[src/design/pru_pkg.sv]
`timescale 1ns / 1ps
// ----------------------------------------------------------------------------
// pru_pkg
// Shared types and constants for the PNG row unfilter (RGBA, 8 bits/channel).
// ----------------------------------------------------------------------------
package pru_pkg;

  // Filter method 0 row filter codes
  typedef enum logic [2:0] {
    FILT_NONE  = 3'd0,
    FILT_SUB   = 3'd1,
    FILT_UP    = 3'd2,
    FILT_AVG   = 3'd3,
    FILT_PAETH = 3'd4
  } filt_t;

  localparam int CHAN_W   = 8;
  localparam int NUM_CHAN = 4;
  localparam int PIX_W    = CHAN_W * NUM_CHAN;
  localparam int RW_W     = 13;

  // Per-pixel control that travels from the column tracker down the pipe
  typedef struct packed {
    filt_t filt;   // effective filter of the row
    logic  bad;    // row filter byte was out of range
    logic  top;    // first row of a frame: row above reads as zero
    logic  first;  // column 0: left and upper-left read as zero
    logic  last;   // last pixel of the scanline
  } item_ctl_t;

endpackage

[src/design/pru_lane.sv]
`timescale 1ns / 1ps
// ----------------------------------------------------------------------------
// pru_lane
// One channel lane: predictor select and modulo-256 reconstruction.
// ----------------------------------------------------------------------------
module pru_lane (
  input  pru_pkg::filt_t                filt,
  input  logic [pru_pkg::CHAN_W-1:0]    f,
  input  logic [pru_pkg::CHAN_W-1:0]    a,
  input  logic [pru_pkg::CHAN_W-1:0]    b,
  input  logic [pru_pkg::CHAN_W-1:0]    c,
  output logic [pru_pkg::CHAN_W-1:0]    recon
);

  localparam int DW = pru_pkg::CHAN_W + 2;

  logic signed [DW-1:0]          sa, sb, sc, da, db, dc, pa, pb, pc;
  logic [pru_pkg::CHAN_W-1:0]    paeth, pred;
  logic [pru_pkg::CHAN_W:0]      avg_sum;

  // Paeth distances: |p-a| = |b-c|, |p-b| = |a-c|, |p-c| = |a+b-2c|
  always_comb begin
    sa = DW'(a);
    sb = DW'(b);
    sc = DW'(c);
    da = sb - sc;
    db = sa - sc;
    dc = sa + sb - sc - sc;
    pa = (da < 0) ? -da : da;
    pb = (db < 0) ? -db : db;
    pc = (dc < 0) ? -dc : dc;
    if (pa <= pb && pa <= pc) begin
      paeth = a;
    end else if (pb <= pc) begin
      paeth = b;
    end else begin
      paeth = c;
    end
  end

  // Select predictor by row filter
  always_comb begin
    avg_sum = {1'b0, a} + {1'b0, b};
    unique case (filt)
      pru_pkg::FILT_SUB:   pred = a;
      pru_pkg::FILT_UP:    pred = b;
      pru_pkg::FILT_AVG:   pred = avg_sum[pru_pkg::CHAN_W:1];
      pru_pkg::FILT_PAETH: pred = paeth;
      default:             pred = '0;
    endcase
  end

  assign recon = f + pred;

endmodule

[config.mk]
export PLATFORM = sky130hd
export DESIGN_NAME = pru_lane
export DESIGN_NICKNAME = d
export VERILOG_FILES = /design/src/design/pru_pkg.sv /design/src/design/pru_lane.sv
export SDC_FILE = /design/constraint.sdc
export NUM_CORES = 1
export LEC_CHECK = 0
export BUFFER_PORTS_ARGS = -buffer_cell sky130_fd_sc_hd__buf_4
export CAP_MARGIN = 20
export CORE_ASPECT_RATIO = 0.75
export CORE_MARGIN = 2
export CORE_UTILIZATION = 35
export DETAILED_ROUTE_END_ITERATION = 12
export GPL_ROUTABILITY_DRIVEN = 0
export GPL_TIMING_DRIVEN = 0
export SLEW_MARGIN = 20
export SYNTH_ARGS = -nofsm -noshare
export SYNTH_HDL_FRONTEND = slang
export SYNTH_SLANG_ARGS = --single-unit
[constraint.sdc]
create_clock -name vclk -period 10.3
set_input_delay 2.06 -clock vclk [all_inputs]
set_output_delay 2.06 -clock vclk [all_outputs]
set_load 0.03 [all_outputs]
* Word-level counts from Yosys, hierarchy flattened
Cells that the tools add are included.
** Cells by class
- Add/subtract/negate cells :: 10
- $mul :: 0
- Divide/modulo/power cells :: 0
- $lt $le $gt $ge :: 6
- Eq/ne operators :: 4
- Shifts and indexed selects :: 0
- Mux-type cells :: 6
- Bitwise gates (word level) :: 0
- Reductions and logical operators :: 1
** Operators by type and width (number)
- 8-bit case mux with 4 select lines :: 1
- 10-bit <= comparator :: 3
- 10-bit two-way mux :: 3
- 9-bit negation with 10-bit output :: 2
- 8-bit by 8-bit adder with 9-bit output :: 2
- 9-bit by 1-bit less-than comparator with 1-bit output (second input constant) :: 2
- 8-bit by 8-bit subtractor with 9-bit output :: 2
- 8-bit two-way mux :: 2
- 10-bit by 1-bit less-than comparator with 1-bit output (second input constant) :: 1
- 10-bit negation :: 1
- 10-bit by 9-bit subtractor with 10-bit output :: 1
- 9-bit by 8-bit subtractor with 10-bit output :: 1
- 8-bit adder :: 1
- 3-bit by 2-bit == test with 1-bit output (second input constant) :: 2
- 3-bit by 1-bit == test with 1-bit output (second input constant) :: 1
- 3-bit == test (second input constant) :: 1
- 1-bit logical AND :: 1
** Word-level totals
- Bits in registers :: 0
- Latch bits :: 0
- RAM bits :: 0
- ROM bits :: 0
- Output and inout bits :: 8
- Logic and storage cells :: 27
- Memories :: 0

* Logic depth before layout (Yosys ltp)
- Word-level depth :: 10
- Depth in mapped cells :: 37

* Least setup slack after synthesis
No wires, ideal clock.
- Path type :: in2out
- Start point :: input port a[2] in the netlist's numbering
- End point :: output port recon[7] in the netlist's numbering
- Arrival time :: 8.498 ns
- Required time :: 8.240 ns
- Setup slack :: -0.258 ns
- Stages :: 31
- Path through :: inv_1 fa_1 inv_1 ha_1 a21o_2 o21ai_0 nor3_1 or4_1 clkbuf_1 or4_1 ha_1 a21oi_1 nand3_1 nor2_1 o311ai_1 a41o_1 buf_6 and2_4 buf_6 a21oi_1 o21ai_0 ha_1 a21o_1 a21oi_1 o21bai_1 a21oi_1 o21ai_0 xnor2_1 nor4_1 a2111oi_2 o211ai_2
** On the way
- Word-level cells in the longest chain between the ends :: 10
- Elaborated cells between the ends (all ways) :: 19
- Those cells by class :: 8 x add/sub; 5 x order compare; 5 x mux; 1 x reduce/logical
** RTL lines
- start: declaration :: RTL line pru_lane.sv:9 : input logic [pru_pkg::CHAN_W-1:0] a,
- 8-bit by 8-bit adder with 9-bit output :: RTL line pru_lane.sv:28, pru_lane.sv:43
- 9-bit by 8-bit subtractor with 10-bit output :: RTL line pru_lane.sv:28 : dc = sa + sb - sc - sc;
- 10-bit by 9-bit subtractor with 10-bit output :: RTL line pru_lane.sv:28
- 10-bit negation or 10-bit by 1-bit less-than comparator with 1-bit output (tied branches) :: RTL line pru_lane.sv:31 : pc = (dc < 0) ? -dc : dc;
- 10-bit two-way mux :: RTL line pru_lane.sv:31
- 10-bit <= comparator, on equally long branches :: RTL line pru_lane.sv:34, pru_lane.sv:32
- 8-bit two-way mux or 1-bit logical AND (tied branches) :: RTL line pru_lane.sv:34, pru_lane.sv:32
- 8-bit two-way mux :: RTL line pru_lane.sv:32 : if (pa <= pb && pa <= pc) begin
- 8-bit case mux with 4 select lines (*) :: RTL line pru_lane.sv:44 : unique case (filt)
- 8-bit adder (*) :: RTL line pru_lane.sv:53 : assign recon = f + pred;
- end: declaration :: RTL line pru_lane.sv:12 : output logic [pru_pkg::CHAN_W-1:0] recon
Mark *: on every way between the ends. The rest lies on a longest branch, timed or not.

* Worst setup path after layout
- Start point :: input port c[1] in the netlist's numbering
- End point :: output port recon[7] in the netlist's numbering
** On the way
- Word-level cells in the longest chain between the ends :: 9
- Elaborated cells between the ends (all ways) :: 21
- Those cells by class :: 8 x add/sub; 6 x order compare; 6 x mux; 1 x reduce/logical
** RTL lines
- start: declaration :: RTL line pru_lane.sv:11 : input logic [pru_pkg::CHAN_W-1:0] c,
- 9-bit by 8-bit subtractor with 10-bit output :: RTL line pru_lane.sv:28
- 10-bit by 9-bit subtractor with 10-bit output :: RTL line pru_lane.sv:28
- 10-bit negation or 10-bit by 1-bit less-than comparator with 1-bit output (tied branches) :: RTL line pru_lane.sv:31
- 10-bit two-way mux :: RTL line pru_lane.sv:31
- 10-bit <= comparator, on equally long branches :: RTL line pru_lane.sv:34, pru_lane.sv:32
- 8-bit two-way mux or 1-bit logical AND (tied branches) :: RTL line pru_lane.sv:34, pru_lane.sv:32
- 8-bit two-way mux (*) :: RTL line pru_lane.sv:32
- 8-bit case mux with 4 select lines (*) :: RTL line pru_lane.sv:44
- 8-bit adder (*) :: RTL line pru_lane.sv:53
Marks and branches as above.

==> impl_metrics.env <==
export IMPL_path_class="in2out"
export IMPL_ios=43
export IMPL_status="finished, violations left"
export IMPL_grt_pass1_wl_um=19400
export IMPL_violations="setup timing"
export IMPL_track_usage=0.216
export IMPL_synthMuxAreaShare=0.0142
export IMPL_arrival_ns=8.48
export IMPL_tightest_slew_ns=0.846
export IMPL_hpwl_um=9940
export IMPL_slew_viol_final=0
export IMPL_rsz0062_at_grt="true"
export IMPL_finalNetCount=705
export IMPL_worstSetupStartpointType="input pin"
export IMPL_antenna_cells=0
export IMPL_register_area_um2=0
export IMPL_die_y_um=92.1
export IMPL_syn_avg_cell_area_um2=7.18
export IMPL_n_clock_buffer=0
export IMPL_drive_above_1_share=0.311
export IMPL_synthAdderAreaFrac=0.308
export IMPL_cp_end_kind="output pin"
export IMPL_hold_viol=0
export IMPL_syn_to_final_growth_pct=38.6
export IMPL_maxSlewHeadroom=0.432
export IMPL_grt_overflow_total=0
export IMPL_setup_viol=1
export IMPL_dpl_worst_slack_ns=-1.14
export IMPL_io_buffers=42
export IMPL_maxCapViolCount=0
export IMPL_routed_via_count=4010
export IMPL_p_leak_nw=2.36
export IMPL_crit_start="c[1]"
export IMPL_postRouteAntennaNets=0
export IMPL_max_clock_freq_mhz=94.9
export IMPL_setup_ws_ns=-0.241
export IMPL_fp_dieW_um=121
export IMPL_cellPowerDensity_nw_per_um2=155
export IMPL_synth_area_um2=3620
export IMPL_path_delay_family="compound AO/OA/AOI/OAI gates"
export IMPL_holdWs_ns=4.49
export IMPL_wl_um=12800
export IMPL_design_seq_count=0
export IMPL_synth_top_family_by_area="adder cells"
export IMPL_cpMaxStageDelayCell="fa_1"
export IMPL_syn_instance_count=504
export IMPL_path_common_cell="buf_8"
export IMPL_yosysSeqAreaShare=0
export IMPL_critical_path_max_fanout=8
export IMPL_firstDrtPassIters=5
export IMPL_hold_class="in2out"
export IMPL_min_from="f[0]"
export IMPL_required_ns=8.24
export IMPL_critical_path_max_stage_delay_ns=0.59
export IMPL_fin_crit_sh=1.02
export IMPL_grt_pass1_vias=3809
export IMPL_path_buf_inv=6
export IMPL_fin_cells=722
export IMPL_grt_max_degree=11
export IMPL_drt_iter0_markers=251
export IMPL_yosysWarnings=0
export IMPL_die_area_um2=11200
export IMPL_drc=0
export IMPL_vias_per_cell=5.55
export IMPL_total_power_mw=0.776
export IMPL_wire_per_inst_um=17.7
export IMPL_placeableCoreArea_um2=10200
export IMPL_peakVddDrop_uv=65.8
export IMPL_antenna_found_initial=0
export IMPL_start_util=0.356
export IMPL_synth_compound_area_share=0.271
export IMPL_synth_xor_area_frac=0.116
export IMPL_finalSetupTns_ns=-0.241
export IMPL_ys_types=65
export IMPL_core_rowCount=32
export IMPL_synthSimpleGateAreaFrac=0.197
export IMPL_fin_crit_ns=10.54
export IMPL_placedCellCount=684
metrics by stage:
step | util | cell area, µm²
floorplan | - | 3670
global placement | 0.409 | 4160
detailed placement | 0.409 | 4160
CTS | 0.449 | 4570
global route | 0.494 | 5020
finish | 0.494 | 5020
cell usage in the layout (no fill, tap or decap), drive strengths merged, types with 3 or more instances in the layout:
cell type	instances
a211oi	3
a21boi	3
a21o	16
a21oi	46
a22oi	7
a31oi	6
and3	5
buf	85
clkbuf	6
conb	4
fa	12
ha	70
inv	72
mux2i	4
nand2	22
nand2b	7
nand3	14
nand3b	7
nand4	7
nor2	31
nor2b	6
nor3	8
nor3b	3
nor4	3
o211ai	3
o21a	5
o21ai	33
o21bai	6
o31ai	4
or2	3
or3	5
or4	5
xnor2	38
xor2	10
where the power goes:
part           total [mW]  internal (mW)  switching [mW]
sequential              0              0               0
clock                   0              0               0
combinational       0.776          0.356           0.420
total               0.776          0.356           0.420
area by class of cell:
| class | count | area [µm²] |
|---|---|---|
| Timing Repair Buffer | 84 | 663 |
| Multi-Input combinational cell | 422 | 3860 |
| Fill cell | 1009 | 5150 |
| Buffer | 7 | 50.0 |
| Inverter | 73 | 280 |
| Tap cell | 136 | 170 |
timing repair:
item | CTS | global route
hold buffers | 0 | 0
pin swaps | 38 | 50
setup endpoints to repair | 4 | 2
resized for setup | 62 | 55
buffers inserted | 21 | 21
gates cloned | 0 | 0
cells in the mapped netlist, types with 8 or more instances:
| cell type | count | area, µm² |
|---|---|---|
| inv_1 | 73 | 274 |
| ha_1 | 70 | 876 |
| a21oi_1 | 46 | 230 |
| xnor2_1 | 38 | 333 |
| o21ai_0 | 33 | 165 |
| nor2_1 | 31 | 116 |
| nand2_1 | 22 | 82.6 |
| a21o_1 | 15 | 113 |
| nand3_1 | 13 | 65.1 |
| fa_1 | 12 | 240 |
| xor2_1 | 10 | 87.6 |
| nor3_1 | 8 | 40.0 |
cells by family (layout without fill, tap and decap cells):
| logic type | count (synthesis) | count (layout) |
|---|---|---|
| mux | 5 | 5 |
| other cells | 2 | 4 |
| buf+inv | 84 | 164 |
| fa+ha+maj | 82 | 82 |
| compound gates | 151 | 151 |
| xor+xnor | 48 | 48 |
| simple gates | 132 | 132 |
tightest hold or removal path, cell delays in order:
cell	delay, ns
buf_4	0.08
ha_1	0.13
buf_4	0.16
per-layer routing:
layer  up-vias  part of all wire  track usage  wire length (µm)
li1       1971                 -            -                 -
met1      1900              0.47        0.330              5970
met2       131              0.45        0.334              5730
met3         8             0.075       0.0199               963
met4         0            0.0075       0.0259                96
met5         -                 0            0                 0
final timing paths:
kind,cells after the start,endpoint,slack (ns)
setup / recovery,33,recon[7],-0.24
hold / removal,3,recon[0],4.49
Power figures use the tool's default switching activity.
