$ cat config.mk
export PLATFORM = sky130hd
export DESIGN_NAME = pru_ctrl
export DESIGN_NICKNAME = d
export VERILOG_FILES = /design/src/design/pru_pkg.sv /design/src/design/pru_ctrl.sv
export SDC_FILE = /design/constraint.sdc
export NUM_CORES = 1
export LEC_CHECK = 0
export BUFFER_PORTS_ARGS = -buffer_cell sky130_fd_sc_hd__buf_2
export CAP_MARGIN = 10
export CORE_ASPECT_RATIO = 1.1
export CORE_MARGIN = 3
export CORE_UTILIZATION = 47
export DETAILED_ROUTE_END_ITERATION = 10
export PLACE_DENSITY_LB_ADDON = 0.08
export SETUP_SLACK_MARGIN = 0.1
export SLEW_MARGIN = 20
export SYNTH_ARGS = -nofsm -noshare
export SYNTH_HDL_FRONTEND = slang
export SYNTH_SLANG_ARGS = --single-unit
$ cat constraint.sdc
create_clock -name clk -period 3.04 [get_ports clk]
set_clock_uncertainty 0.2 [all_clocks]
set_input_delay 0.152 -clock clk [delete_from_list [all_inputs] [get_ports clk]]
set_output_delay 0.152 -clock clk [all_outputs]
set_load 0.01 [all_outputs]
$ cat src/design/pru_pkg.sv
`timescale 1ns / 1ps
// ----------------------------------------------------------------------------
// pru_pkg
// Shared types and constants for the PNG row unfilter (RGBA, 8 bits/channel).
// ----------------------------------------------------------------------------
package pru_pkg;

  // Filter method 0 row filter codes
  typedef enum logic [2:0] {
    FILT_NONE  = 3'd0,
    FILT_SUB   = 3'd1,
    FILT_UP    = 3'd2,
    FILT_AVG   = 3'd3,
    FILT_PAETH = 3'd4
  } filt_t;

  localparam int CHAN_W   = 8;
  localparam int NUM_CHAN = 4;
  localparam int PIX_W    = CHAN_W * NUM_CHAN;
  localparam int RW_W     = 13;

  // Per-pixel control that travels from the column tracker down the pipe
  typedef struct packed {
    filt_t filt;   // effective filter of the row
    logic  bad;    // row filter byte was out of range
    logic  top;    // first row of a frame: row above reads as zero
    logic  first;  // column 0: left and upper-left read as zero
    logic  last;   // last pixel of the scanline
  } item_ctl_t;

endpackage

$ cat src/design/pru_ctrl.sv
`timescale 1ns / 1ps
// ----------------------------------------------------------------------------
// pru_ctrl
// Column tracker: row position, frame/top-row flag and per-row filter decode.
// ----------------------------------------------------------------------------
module pru_ctrl #(
  parameter int MAX_WIDTH = 4096
) (
  input  logic                                        clk,
  input  logic                                        rst_n,
  input  logic                                        accept,
  input  logic                                        frame_start,
  input  logic [7:0]                                  filter_type,
  input  logic [pru_pkg::RW_W-1:0]                    row_width,
  output logic [((MAX_WIDTH > 1) ? $clog2(MAX_WIDTH) : 1)-1:0] col,
  output pru_pkg::item_ctl_t                          ctl
);

  localparam int CW   = (MAX_WIDTH > 1) ? $clog2(MAX_WIDTH) : 1;
  localparam int CMPW = (CW + 1 > pru_pkg::RW_W) ? CW + 1 : pru_pkg::RW_W;
  localparam logic [CMPW-1:0] MAXW = CMPW'(MAX_WIDTH);

  logic [CW-1:0]      col_r, col_nxt;
  logic               top_r, top_nxt;
  pru_pkg::filt_t     filt_r, filt_nxt;
  logic               bad_r, bad_nxt;
  logic [CMPW-1:0]    width_ext, width_eff, col_inc;
  logic               first, top_cur, last;
  logic               ft_bad;

  // Clamp the row width into 1..MAX_WIDTH
  always_comb begin
    width_ext = CMPW'(row_width);
    if (width_ext == '0) begin
      width_eff = CMPW'(1);
    end else if (width_ext > MAXW) begin
      width_eff = MAXW;
    end else begin
      width_eff = width_ext;
    end
  end

  // Position of the current beat; frame start restarts the row
  always_comb begin
    col     = frame_start ? '0 : col_r;
    top_cur = frame_start ? 1'b1 : top_r;
    first   = (col == '0);
    col_inc = CMPW'(col) + CMPW'(1);
    last    = (col_inc >= width_eff);
    ft_bad  = (filter_type > 8'(pru_pkg::FILT_PAETH));
  end

  // Sample the filter byte at column 0, otherwise hold the row's filter
  always_comb begin
    filt_nxt = filt_r;
    bad_nxt  = bad_r;
    if (first) begin
      bad_nxt  = ft_bad;
      filt_nxt = ft_bad ? pru_pkg::FILT_NONE : pru_pkg::filt_t'(filter_type[2:0]);
    end
  end

  always_comb begin
    ctl.filt  = filt_nxt;
    ctl.bad   = bad_nxt;
    ctl.top   = top_cur;
    ctl.first = first;
    ctl.last  = last;
  end

  // Advance the column; wrap and drop the top-row flag at row end
  always_comb begin
    col_nxt = last ? '0 : col_inc[CW-1:0];
    top_nxt = last ? 1'b0 : top_cur;
  end

  always_ff @(posedge clk) begin
    if (!rst_n) begin
      col_r  <= '0;
      top_r  <= 1'b1;
      filt_r <= pru_pkg::FILT_NONE;
      bad_r  <= 1'b0;
    end else if (accept) begin
      col_r  <= col_nxt;
      top_r  <= top_nxt;
      filt_r <= filt_nxt;
      bad_r  <= bad_nxt;
    end
  end

endmodule

* After elaboration in Yosys (flattened, before gate mapping)
Cells that the tools add are included.
** Word-level totals
- Bits in registers :: 17
- Input bits :: 25
- Output and inout bits :: 19
- Word-level logic and storage cells :: 19
** Cells by class
- Add/sub/neg operators :: 1
- $lt $le $gt $ge :: 3
- Mux-type cells :: 9
- Reduce and logical (&&, ||, !) cells :: 2
** Operators with widths (count)
- $mux 13 :: 2
- $mux 12 :: 2
- $add 12x1->13 const B :: 1
- $ge 13x13->1 :: 1
- $gt 13x13->1 const B :: 1
- $logic_not 13->1 :: 1
- $logic_not 12->1 :: 1
- $gt 8x3->1 const B :: 1
- $mux 3 :: 2
- $mux 1 :: 3

* Logic depth before layout (Yosys ltp)
Gate-level depths: netlist (run 1).
- Depth after elaboration :: 5
- Mapped depth :: 16
- Depth with buffers taken out :: 13

* Least setup slack after synthesis (run 1)
OpenSTA, ideal clock, no wires.
- Kind :: input to register
- Start point :: input frame_start
- End point :: register col_r[8]
- Library setup time :: 0.067 ns
- Arrival :: 2.995 ns
- Required time :: 2.773 ns
- Path slack :: -0.223 ns
- Stages :: 15
- Path buffers :: 3
- Cells stage by stage :: clkbuf_2 > buf_2 > nand2b_1 > inv_1 > ha_1 > nand4_1 > nor3b_1 > xor2_1 > ha_1 > a211o_1 > o211ai_2 > a31oi_1 > or4_4 > buf_6 > o21ai_2
** On the way
- Word-level cells in the longest chain between the ends :: 4
** RTL lines
- start, declared :: RTL line pru_ctrl.sv:12 : input logic frame_start,
- $mux 12 * :: RTL line pru_ctrl.sv:45 : col = frame_start ? '0 : col_r;
- named net col (one bit) :: RTL line pru_ctrl.sv:15 : output logic [((MAX_WIDTH > 1) ? $clog2(MAX_WIDTH) : 1)-1:0] col,
- $add 12x1->13 * :: RTL line pru_ctrl.sv:48 : col_inc = CMPW'(col) + CMPW'(1);
- $ge 13x13->1 :: RTL line pru_ctrl.sv:49 : last = (col_inc >= width_eff);
- $mux 12 * :: RTL line pru_ctrl.sv:73 : col_nxt = last ? '0 : col_inc[CW-1:0];
- end signal, assigned :: RTL line pru_ctrl.sv:84 : col_r <= col_nxt;
- end, declared :: RTL line pru_ctrl.sv:23 : logic [CW-1:0] col_r, col_nxt;
The timed path passes the listed nets; every way through them passes the cells marked *.
A chain may end at the register's enable or synchronous reset.

==> run metrics, run 1 <==
status finished, violations left; failing checks setup timing; dpl cells 270; Tmin final 3.158 ns; Slew Viols, Final 0; Root Buffer clkbuf_4; Post-DP Area 0.001797 mm²; Detail Placement HPWL 3.212 mm; CTS Buf Count 3; crit path max fanout 2; drt drc 0; total core area 0.002903 mm²; Hold Vio Cnt, Final 0; synth unique cells 37; Power Density 235.7 mW/mm²; sum of buffers and inverters on the critical path 2; # H-tree levels 1; main combinational cell family by area after synthesis simple AND/OR/NAND/NOR gates; Pre-Repair DR Iteration Count 4; syn_area_per_cell 7.532 µm²; Hold Slack 0.05197 ns; Final ANT Viol Nets 0; Worst VDD drop 0.0003033 V; # port buffers 43; Worst-path clk slew 0.10 ns; Yosys reg bits 17; Post-Layout Cell Count 286; Mapped Nets 239; met1 GRT Util 0.2648; die area 0.003904 mm²; wire per inst 15.40 µm; EDFF count, synth 0; first-pass GRT wire length 7.024 mm; DR vias/cell 5.682; chip height 65.23 µm; Core Util, Final 0.6905; met2 Use GR 0.4216; clock sink count 17; number of max-cap violations 0; met3 GRT Util 0.04912; Synth Cell Area 0.001499 mm²; TNS Setup -1.274 ns; largest net degree at the start of global routing 31; simple-gate share of the synthesized area 0.3314; relative slew slack 0.5193; final setup margin -0.1179 ns; busiest grt layer met2; critical-path cell list nand2b_4 > inv_4 > ha_4 > nand4_1 > nor3b_2 > xor2_1 > ha_1 > a211o_1 > o211ai_2 > a31oi_1 > or3_4 > buf_6; Cells after Synth 199; delay of the slowest critical-path stage 0.42 ns; # setup viols final 13; Pleak 0.9357 nW; pre-CTS WS -0.01653 ns; Synth Area in Compound Gates 0.1544; Worst Max-Slew Pin Slew 0.7196 ns; # diodes 0; clock insertion delay at the later pin of the skew report 0.30 ns; top_reg_cell synth dfxtp_1; xor and xnor fraction of the mapped netlist area 0.05843; Yosys warnings 0; register area share after synthesis 0.2270; vias in the first global route 1,547; gpl congestion 0.8885; Final Cell Area 0.002004 mm²; 1st-iter DRT viols 65; CTS tree done; RSZ-0062 raised after global routing yes; crit end category output pin; cell family contributing the most delay on the critical path simple AND/OR/NAND/NOR gates; DR vias 1,625; Data arrival, critical path 2.81 ns; mux share of post-synthesis cell area 0.02003; io pins 44; r2r setup slk -0.11 ns; area grow syn2layout 33.72%; gr usage total 0.2338; asr flop ratio synth 0; CTS Buffer Depth 2; grt ovf 0; Hold Crit Class in2reg; Starting Density 0.5164; share of layout cells above drive strength 1 0.3636; startpoint types flop; period utilization 1.039; Max stage delay cell, worst path or3_4; initial antenna violation count 0; Crit Path Class reg2out; nets@finish 294; overall power 0.4724 mW; Die Wd 59.85 µm; FP Rows 20; final WL 4.403 mm; max frequency 316.7 MHz; adder-cell share of the synthesized area 0.1252; Worst EP required 2.69 ns
==> repair_timing <==
action | CTS | global route
pin swaps | 10 | 1
hold endpoints to repair | 5 | 0
hold buffers | 4 | 0
setup endpoints to repair | 13 | 13
resized for setup | 10 | 3
buffers inserted | 6 | 1
cloned | 0 | 1
==> layout by cell type (no fill, tap or decap), drive strengths merged <==
master       count
dlygate4sd3      4
and2             2
nor4             5
a311oi           2
dfxtp           17
and4b            2
a211o            1
nor2             5
a21oi            5
nand2           30
inv             11
nor2b           12
xor2             3
nand2b           3
o211ai           1
xnor2            7
or2              1
nor3             2
or3              2
buf             60
or4              1
nand4            6
nand3           23
clkbuf           5
and3             1
o21bai           1
mux2i            3
nor3b            1
o21ai           15
ha              15
a211oi           1
o31ai            2
a31oi            4
==> synthesized netlist by cell type (2+ instances only) <==
cell type | count | area share
nand2_1 | 30 | 0.075
nand3_1 | 23 | 0.077
dfxtp_1 | 17 | 0.23
ha_1 | 15 | 0.13
nor2b_1 | 12 | 0.050
inv_1 | 11 | 0.028
o21ai_2 | 10 | 0.058
xnor2_1 | 7 | 0.041
clkbuf_1 | 6 | 0.015
nand4_1 | 6 | 0.025
a21oi_1 | 5 | 0.017
nor2_1 | 5 | 0.013
nor4_1 | 5 | 0.021
o21ai_0 | 5 | 0.017
a31oi_1 | 4 | 0.017
buf_4 | 4 | 0.020
buf_2 | 3 | 0.010
mux2i_1 | 3 | 0.020
nand2b_1 | 3 | 0.013
xor2_1 | 3 | 0.018
a311oi_1 | 2 | 0.012
and2_1 | 2 | 0.0083
and4b_1 | 2 | 0.013
nor3_1 | 2 | 0.0067
o31ai_1 | 2 | 0.010
==> final timing paths <==
path                                  end           start  depth (start not counted)
worst max-delay path               ctl[0]        col_r[1]                         12
worst min-delay path            filt_r[0]  filter_type[3]                          4
worst max register to register   col_r[6]        col_r[1]                         13
worst min register to register  filt_r[0]       filt_r[0]                          2
==> layer usage <==
metal / part of all wire / up-vias
li1: - / 809
met1: 0.41 / 771
met2: 0.52 / 37
met3: 0.047 / 8
met4: 0.021 / 0
met5: 0 / -
==> where the power goes <==
group	internal, mW	switching, mW	leakage (nW)
clock	0.0512	0.0733	0.0150
combinational	0.0545	0.0647	0.782
sequential	0.226	0.00251	0.138
total	0.332	0.141	0.936
==> worst register-to-register path, cell delays in order (launching register included) <==
cell       delay, ns
dfxtp_2         0.37
nand2b_4        0.07
inv_4           0.06
ha_4            0.13
nand4_1         0.11
nor3b_2         0.21
xor2_1          0.23
ha_1            0.30
a211o_1         0.29
o211ai_2        0.06
a31oi_1         0.12
or4_4           0.64
clkbuf_16       0.20
o21ai_2         0.10
==> cell type report <==
| cell class | count | area [µm²] |
|---|---|---|
| clock buffers | 4 | 26.28 |
| multi-input cells | 156 | 1121 |
| repair buffers | 65 | 426.7 |
| fillers | 247 | 898.4 |
| well taps | 33 | 41.29 |
| flip-flops and latches | 17 | 342.8 |
| inverters | 11 | 46.29 |
==> logic make-up (layout without fill, tap and decap cells) <==
family          Yosys count  count (layout)
simple gates             96              96
flops                    17              17
buf+inv                  26              80
compound gates           32              32
mux                       3               3
fa+ha+maj                15              15
xor+xnor                 10              10
==> flip-flops by register name, summed over array words and instances, names as in the netlist <==
name    count
filt_r      3
bad_r       1
col_r      12
top_r       1
(Power assumes the default switching activity.)
==> run 2: changes to the inputs <==
--- a/config.mk
+++ b/config.mk
@@ -17,3 +17,4 @@
 export SYNTH_ARGS = -nofsm -noshare
 export SYNTH_HDL_FRONTEND = slang
 export SYNTH_SLANG_ARGS = --single-unit
+export TNS_END_PERCENT = 1
==> run 2 against run 1 <==
Effect of this change: the run still ends with setup timing left; critical path depth grew 1; maximum frequency is 2.0% lower; register-to-register slack gained 0.06 ns; via count up 1.1%; utilization fell by 1.4 points; die area did not move; worst setup slack lost 0.065 ns; flip-flop and latch count stayed put; cell count stayed put; sequential power barely moved; wire length rose by 0.95%; clock power increased by 5%; critical path type unchanged; critical endpoint unchanged; largest power group unchanged.
==> run metrics, run 2 (synthesized netlist as in run 1, its figures left out) <==
status finished, violations left (unchanged); failing checks setup timing (unchanged); 1st-iter DRT viols 82 (was 65); R2R Path End col_r[4] (was col_r[6]); met1 GRT Util 0.2735 (was 0.2648); met3 GRT Util 0.02358 (was 0.04912); dpl cells 272 (was 270); Worst VDD drop 0.0001922 V (was 0.0003033 V); nets@finish 294 (unchanged); DR vias 1,643 (was 1,625); Final Cell Area 0.001964 mm² (was 0.002004 mm²); initial antenna violation count 0 (unchanged); final WL 4.445 mm (was 4.403 mm); wire per inst 15.54 µm (was 15.40 µm); RSZ-0062 raised after global routing yes (unchanged); grt ovf 0 (unchanged); period utilization 1.060 (was 1.039); Power Density 237.7 mW/mm² (was 235.7 mW/mm²); hold worst-path end filt_r[2] (was filt_r[0]); Crit Path Class reg2out (unchanged); Hold Crit Class in2reg (unchanged); # diodes 0 (unchanged); Worst Max-Slew Pin Slew 0.7198 ns (was 0.7196 ns); most frequent cells in the layout buf_2, nand2_1, nand3_1, buf_4, dfxtp_1 (unchanged); # setup viols final 12 (was 13); Pleak 0.9231 nW (was 0.9357 nW); first-pass GRT wire length 6.962 mm (was 7.024 mm); Pre-Repair DR Iteration Count 4 (unchanged); chip height 65.23 µm (unchanged); share of layout cells above drive strength 1 0.3557 (was 0.3636); relative slew slack 0.5191 (was 0.5193); startpoint types flop (unchanged); r2r setup slk -0.05 ns (was -0.11 ns); max frequency 310.3 MHz (was 316.7 MHz); crit path max fanout 3 (was 2); Tmin final 3.223 ns (was 3.158 ns); vias in the first global route 1,538 (was 1,547); CTS Buffer Depth 2 (unchanged); area grow syn2layout 31.05% (was 33.72%); DR vias/cell 5.745 (was 5.682); Die Wd 59.85 µm (unchanged); Hold Slack 0.03332 ns (was 0.05197 ns); io pins 44 (unchanged); hold path depth 4 (unchanged); clock sink count 17 (unchanged); Post-DP Area 0.001812 mm² (was 0.001797 mm²); layout filler cell count 244 (was 247); drt drc 0 (unchanged); Biggest register col_r (unchanged); total core area 0.002903 mm² (unchanged); FP Rows 20 (unchanged); largest net degree at the start of global routing 31 (unchanged); overall power 0.4670 mW (was 0.4724 mW); Post-Layout Cell Count 286 (unchanged); most common cell after layout, fill and taps aside buf_2 (unchanged); Starting Density 0.5164 (unchanged); FF-to-FF Start col_r[1] (unchanged); CTS Buf Count 3 (unchanged); Hold Startpoint filter_type[3] (unchanged); Hold Vio Cnt, Final 0 (unchanged); crit end category output pin (unchanged); reg2reg path depth 14 (was 13); clock insertion delay at the later pin of the skew report 0.31 ns (was 0.30 ns); number of max-cap violations 0 (unchanged); met2 Use GR 0.4243 (was 0.4216); Core Util, Final 0.6767 (was 0.6905); max FFs per register 12 (unchanged); final setup margin -0.1827 ns (was -0.1179 ns); die area 0.003904 mm² (unchanged); Worst-path clk slew 0.11 ns (was 0.10 ns); Multi-input gate area 0.001099 mm² (was 0.001121 mm²); busiest grt layer met2 (unchanged); Data arrival, critical path 2.87 ns (was 2.81 ns); CTS tree done (unchanged); Final ANT Viol Nets 0 (unchanged); largest registers col_r: 12 flops, filt_r: 3 flops (unchanged); # port buffers 43 (unchanged); Root Buffer clkbuf_4 (unchanged); Detail Placement HPWL 3.335 mm (was 3.212 mm); Worst EP required 2.69 ns (about the same); gpl congestion 0.9023 (was 0.8885); Slew Viols, Final 0 (unchanged); # H-tree levels 1 (unchanged); register area 342.8 µm² (unchanged); gr usage total 0.2299 (was 0.2338)
run 2: final cells by class:
class,count,area share
sequential,17,0.1745
tap,33,0.02102
clock buffer,4,0.01338
multi-input combinational,156,0.5592
timing repair buffer,65,0.2083
inverter,11,0.02357
run 2: what timing repair did:
action                     CTS  global route
hold buffers                 4             0
buffers inserted             2             4
hold endpoints to repair     5             0
resized for setup            5             4
cloned                       0             0
setup endpoints to repair   14            14
pin swaps                    1             8
run 2: critical path, cell delays in order, from the launching register on:
cell and delay (ns):
dfxtp_2 0.37, nand2b_4 0.07, inv_4 0.07, ha_4 0.13
nand4_1 0.13, buf_4 0.18, nand2b_4 0.14, xnor2_2 0.16
ha_1 0.34, nand4_1 0.13, or3_1 0.35, a31oi_1 0.23
or3_4 0.17, buf_6 0.09
run 2: worst max-delay path by stage:
stage | start | to | slack (ns) | cells past startpoint
finish | col_r[1] | ctl[0] | -0.18 | 13
global route | col_r[1] | ctl[0] | -0.30 | 13
CTS | col_r[1] | ctl[0] | -0.10 | 13
detailed placement | col_r[1] | col_r[9] | -0.1 | 13
global placement | col_r[1] | col_r[0] | -0.07 | 12
floorplan | frame_start | col_r[8] | -0.01 | 15
run 2: metrics by stage:
| stage | TNS [ns] | worst slack [ns] |
|---|---|---|
| global placement | -0.06539 | -0.06539 |
| detailed placement | -0.9343 | -0.09526 |
| CTS | -0.5451 | -0.1036 |
| global route | -2.051 | -0.3026 |
| finish | -0.6086 | -0.1827 |
| floorplan | -0.1304 | -0.01304 |
run 2: metal layers:
layer	vias up	wire [µm]
li1	803	-
met1	769	1781
met2	63	2373
met3	8	237
met4	0	53
met5	-	0
run 2: report_power, final:
group	switching [mW]	internal [mW]	total, mW
registers	0.00283	0.226	0.229
logic	0.0596	0.0469	0.106
clock network	0.0802	0.0513	0.131
